==> src/design/bbis_pkg.sv <==
`default_nettype none
// ----------------------------------------------------------------------------
// Balanced bootstrap index sampler package
// Shared widths, register indexes and the command and status bundles that
// join the controller and the datapath.
// ----------------------------------------------------------------------------
package bbis_pkg;

  localparam int MAX_ROWS_DEF = 256;

  localparam int FRAC_W     = 24;
  localparam int TOT_W      = 24;
  localparam int CNT_W      = 16;
  localparam int COL_W      = 16;
  localparam int ROWCFG_W   = 9;
  localparam int IDX_OUT_W  = 9;
  localparam int ROW_OUT_W  = 8;
  localparam int CFG_IDX_W  = 2;
  localparam int CFG_DATA_W = 16;
  localparam int S_TDATA_W  = 24;
  localparam int M_TDATA_W  = 40;

  localparam logic [CFG_IDX_W-1:0] CFG_ROW_COUNT      = 2'd0;
  localparam logic [CFG_IDX_W-1:0] CFG_RESAMPLE_COUNT = 2'd1;
  localparam logic [CFG_IDX_W-1:0] CFG_LEAVE_ONE_OUT  = 2'd2;

  typedef struct packed {
    logic start;
    logic fill;
    logic mod_init;
    logic mod_step;
    logic held_rd;
    logic held_eval;
    logic mul;
    logic walk;
    logic finish;
  } bbis_cmd_t;

  typedef struct packed {
    logic need_fill;
    logic fill_last;
    logic mod_last;
    logic walk_done;
    logic out_free;
  } bbis_status_t;

endpackage
`default_nettype wire

==> src/design/bbis_ctrl.sv <==
`default_nettype none
// ----------------------------------------------------------------------------
// Balanced bootstrap index sampler controller
// Sequences one draw at a time: count load, column modulo, held-out read,
// scaling, cumulative walk and result write-back.
// ----------------------------------------------------------------------------
module bbis_ctrl (
  input  wire                    clk_i,
  input  wire                    rst_ni,
  input  wire                    in_valid_i,
  output logic                   in_ready_o,
  input  bbis_pkg::bbis_status_t status_i,
  output bbis_pkg::bbis_cmd_t    cmd_o
);
  import bbis_pkg::*;

  localparam logic [3:0] S_IDLE = 4'd0;
  localparam logic [3:0] S_FILL = 4'd1;
  localparam logic [3:0] S_MODI = 4'd2;
  localparam logic [3:0] S_MOD  = 4'd3;
  localparam logic [3:0] S_HRD  = 4'd4;
  localparam logic [3:0] S_HEV  = 4'd5;
  localparam logic [3:0] S_MUL  = 4'd6;
  localparam logic [3:0] S_WALK = 4'd7;
  localparam logic [3:0] S_FIN  = 4'd8;

  logic [3:0] state_q, state_d;

  always_comb begin
    state_d    = state_q;
    cmd_o      = '0;
    in_ready_o = (state_q == S_IDLE);
    unique case (state_q)
      S_IDLE: begin
        if (in_valid_i) begin
          cmd_o.start = 1'b1;
          state_d     = status_i.need_fill ? S_FILL : S_MODI;
        end
      end
      S_FILL: begin
        cmd_o.fill = 1'b1;
        if (status_i.fill_last) state_d = S_MODI;
      end
      S_MODI: begin
        cmd_o.mod_init = 1'b1;
        state_d        = S_MOD;
      end
      S_MOD: begin
        cmd_o.mod_step = 1'b1;
        if (status_i.mod_last) state_d = S_HRD;
      end
      S_HRD: begin
        cmd_o.held_rd = 1'b1;
        state_d       = S_HEV;
      end
      S_HEV: begin
        cmd_o.held_eval = 1'b1;
        state_d         = S_MUL;
      end
      S_MUL: begin
        cmd_o.mul = 1'b1;
        state_d   = S_WALK;
      end
      S_WALK: begin
        cmd_o.walk = 1'b1;
        if (status_i.walk_done) state_d = S_FIN;
      end
      S_FIN: begin
        if (status_i.out_free) begin
          cmd_o.finish = 1'b1;
          state_d      = S_IDLE;
        end
      end
      default: state_d = S_IDLE;
    endcase
  end

  always_ff @(posedge clk_i or negedge rst_ni) begin
    if (!rst_ni) begin
      state_q <= S_IDLE;
    end else begin
      state_q <= state_d;
    end
  end

endmodule
`default_nettype wire

==> config.mk <==
export PLATFORM = sky130hd
export DESIGN_NAME = bbis_ctrl
export DESIGN_NICKNAME = d
export VERILOG_FILES = /design/src/design/bbis_pkg.sv /design/src/design/bbis_ctrl.sv
export SDC_FILE = /design/constraint.sdc
export NUM_CORES = 1
export LEC_CHECK = 0
export ABC_AREA = 1
export BUFFER_PORTS_ARGS = -buffer_cell sky130_fd_sc_hd__buf_2
export CAP_MARGIN = 20
export CELL_PAD_IN_SITES_DETAIL_PLACEMENT = 0
export CELL_PAD_IN_SITES_GLOBAL_PLACEMENT = 1
export CORE_UTILIZATION = 28
export DETAILED_ROUTE_END_ITERATION = 8
export HOLD_SLACK_MARGIN = 0.15
export PLACE_DENSITY_LB_ADDON = 0.25
export SLEW_MARGIN = 20
export SYNTH_ARGS = -nofsm -noshare
export SYNTH_HDL_FRONTEND = slang
export SYNTH_SLANG_ARGS = --single-unit
==> constraint.sdc <==
create_clock -name clk_i -period 1.6 [get_ports clk_i]
set_input_delay 0.48 -clock clk_i [delete_from_list [all_inputs] [get_ports clk_i]]
set_output_delay 0.48 -clock clk_i [all_outputs]
set_load 0.005 [all_outputs]
# Word-level counts from Yosys, hierarchy flattened
# Cells that the tools add are included.
[classes]
addsub = 0
n_div = 0
n_shift = 0
n_mux = 18
bitwise = 0
eq_ne = 13
n_reduce_logical = 2
order_cmp = 0
multipliers = 0
[ops]
columns = ["op", "count"]
rows = [
  ["$pmux 4 s9", 1],
  ["$mux 4", 5],
  ["$eq 4x3->1 const B", 4],
  ["$mux 1", 11],
  ["$ne 2x2->1 const B", 5],
  ["$eq 4x2->1 const B", 2],
  ["$reduce_and 5->1", 1],
  ["$eq 4x1->1 const B", 1],
  ["$eq 4x4->1 const B", 1],
  ["$logic_not 4->1", 1],
  ["$mux 2", 1],
]
[word_totals]
output_inout_bits = 10
n_memories = 0
word_cells = 34
ram_bits = 0
latchBits = 0
romBits = 0
ff_bits = 4

# Longest topological paths before layout
[depth]
depth_word = 3
ltp_mapped = 8
ltp_nobuf = 8

# Worst setup path before layout
# Ideal clock, no wire load.
[synth_timing]
kind = "reg2out"
startpoint = "register state_q[3]"
endpoint = "output port cmd_o[7] (netlist bit)"
required_ns = 1.120
n_path_buf = 0
stages_incl_launch_ff = 4
path_slack_ns = 0.236
t_arrival_ns = 0.884
path_cell_list = "dfrtp_1 nor2_2 inv_1 nor3_1"
[synth_lines]
columns = ["item", "line_no", "text"]
rows = [
  ["start: declaration", "bbis_ctrl.sv:27", "logic [3:0] state_q, state_d;"],
  ["start signal: assignment", "bbis_ctrl.sv:82", "state_q <= state_d;"],
  ["end: declaration", "bbis_ctrl.sv:13", "output bbis_pkg::bbis_cmd_t cmd_o"],
]

==> impl_results.md <==
- Crit path max-delay cell type: dfrtp_2
- Hpwl dp: 707.3 um
- Ports: 18
- Die area: 0.001538 mm2
- CP max stage delay: 450 ps
- Bufs and invs on worst path: 1
- Clock Pin Slew Worst Setup and Hold Paths: 40 ps
- Count leader, synth: inv_1
- Cell chosen for the clock root: clkbuf_4
- Seq/Total Area, Yosys: 25.81%
- Yosys warning count: 0
- Drt pass-1 iters: 3
- Placement Cell Area: 506.7 um2
- Post-Syn Instances: 62
- Synth top area cells: dfrtp_1, inv_1, nand2_1, nand3_1, nor2_1
- Skew-Pair Late Insertion Delay: 230 ps
- Largest regs: state_q: 4 flops
- Share of layout cells above drive strength 1: 58.95%
- Setup Crit Path Kind: flip-flop to output port
- Top post-synthesis cells by count: inv_1, nand2_1, nand3_1, nor2_1, dfrtp_1
- Slew margin rel.: 87.17%
- Max-cap viol count: 0
- Vias in the first global route: 396
- Worst-Margin Slew: 192.4 ps
- Max Clk Rate: 613.3 MHz
- GRT Residual Overflow: 0
- Crit share post-route: 101.9%
- Outcome: finished with violations
- Number of flip-flops in the largest register: 4
- Largest net degree at the start of global routing: 6
- Critical-path cell list: nor2_4 -> nand2_2 -> nor2_1 -> buf_2
- Synthesis-to-finish area growth: 69.68%
- Residual DRC: 0
- Deepest clock path buffer count: 2
- Die Span Y: 39.22 um
- VDD IR max: 0.0009855 V
- ANT nets after route: 0
- # H-tree levels: 1
- Most area-hungry cell type in the Yosys netlist: dfrtp_1
- RSZ-0062 raised after global routing: yes
- Most flops, register: state_q
- Initial antenna violation count: 0
- Fin. Hold Viols: 0
- Core area: 0.001301 mm2
- Max Slew Vio Count: 0
- Syn nets: 70
- Setup ws final: -30.50 ps
- Critical path arrival: 1150 ps
- Die Wd: 39.22 um
- N_diodes: 0
- Post-synth cell types: 17
- PD cells: 1879 mW/mm2
- Crit-path max FO: 5
- Final wirelength: 963 um
- Final setup violation count: 4
- Total GRT Usage: 15.87%
- Fraction of registers with async set/reset: 100.0%
- Leakage: 0.4185 nW
- WL per Instance: 8.755 um
- Vias: 485
- Failing checks: setup timing
- Sum Neg Setup Slack: -73.73 ps
- Dominant synthesized flop cell: dfrtp_1
- WHS: 549.8 ps
- Initial Util: 29.81%
- Cell Area, Synth: 387.9 um2
- CP Data Required Time: 1120 ps
- Rows: 13
- Final nets: 105
- Top cell type's share of synthesized area: 25.81%
- Yosys reg bits: 4
- Startpoint types: flip-flop
- Total CTS buffers: 3
- Hold crit path type: input pin to flip-flop
- 1st-iter DRT viols: 5
- Vias per Instance: 4.409
- Pre-CTS setup slack: 87.82 ps
- First-pass GRT wire length: 1600 um
- Top delay family on crit path: flip-flops
- Fill cells: 132
- Clock Skews: 2.838 ps
- Gpl congestion: 0.6841
- Min Tclk post-route: 1631 ps
- Fin area: 658.1 um2
- I/O Buffers: 17
- Mean post-synth cell area: 6.256 um2
- CTS tree: built
- Worst setup EP type: output port
- Number of enable flip-flop cells after synthesis: 0
- Clk sinks: 4
-- final timing paths --
check / start / endpoint / slack [ps] / cells past startpoint
setup / recovery: state_q[3] / cmd_o[8] / -30 / 4
hold / removal: status_i[0] / state_q[3] / 550 / 4
setup reg to reg: state_q[3] / state_q[1] / 180 / 10
hold reg to reg: state_q[1] / state_q[1] / 560 / 2
max in group asynchronous: rst_ni / state_q[1] / 890 / 2
min in group asynchronous: rst_ni / state_q[0] / 580 / 2
-- per-stage QoR --
step           power (mW)  util (%)  instances
5_1_grt             1.360     50.58        110
6_report            1.237     50.58        110
3_5_place_dp       0.8293     38.94         96
2_1_floorplan      0.6188         -         62
4_1_cts             1.165     48.56        108
3_3_place_gp       0.8330     38.94         96
-- report_power, final --
group          leakage, nW  switching [mW]  internal [mW]
Clock               0.0138          0.0361         0.0835
Sequential          0.0474          0.0735          0.153
Combinational        0.357           0.459          0.431
-- worst min-delay path: cells and delay by family --
| family | cells | cell delay (ps) |
|---|---|---|
| buffers and inverters | 2 | 120 |
| and+or+nand+nor | 2 | 140 |
-- area by class of cell --
type / instances / area [um2] / share of cell area, %
multi-input combinational: 41 / 257.7 / 39.16
inverter: 17 / 65.06 / 9.886
sequential: 4 / 102.6 / 15.59
tap: 15 / 18.77 / 2.852
timing repair buffer: 30 / 191.4 / 29.09
clock buffer: 3 / 22.52 / 3.422
-- layout by cell type (no fill, tap or decap) --
master	n
a21oi_1	1
nand2_2	6
inv_1	10
inv_2	6
nor2_4	4
nand2_1	8
buf_4	12
nand2_4	1
dfrtp_1	2
o21ai_1	1
nor2_8	1
buf_6	1
nand3_1	7
clkinv_2	1
o21ai_0	2
nor2_1	7
dfrtp_2	2
nand4_2	1
buf_2	16
nor3_2	2
dlygate4sd3_1	1
clkbuf_4	3
-- metal layers --
metal	up-vias	track usage [%]	part of all wire (%)	wire length (um)
met5	-	0	0	0
li1	253	-	-	-
met1	218	20.07	44	426
met3	0	5.202	5.3	51
met4	0	5.172	0	0
met2	14	25.00	50	485
-- kinds of logic (layout without fill, tap and decap cells) --
group | after synthesis | in the layout | share of synthesized area [%]
compound gates | 4 | 4 | 5.159
flops | 4 | 4 | 25.81
buf+inv | 17 | 50 | 16.77
simple gates | 37 | 37 | 52.26
-- what timing repair did --
action	CTS	global route
hold buffers	1	0
pin swaps	3	3
hold endpoints to repair	4	0
buffers inserted	8	2
resized for setup	12	5
setup endpoints to repair	10	10
(Power assumes the default switching activity.)
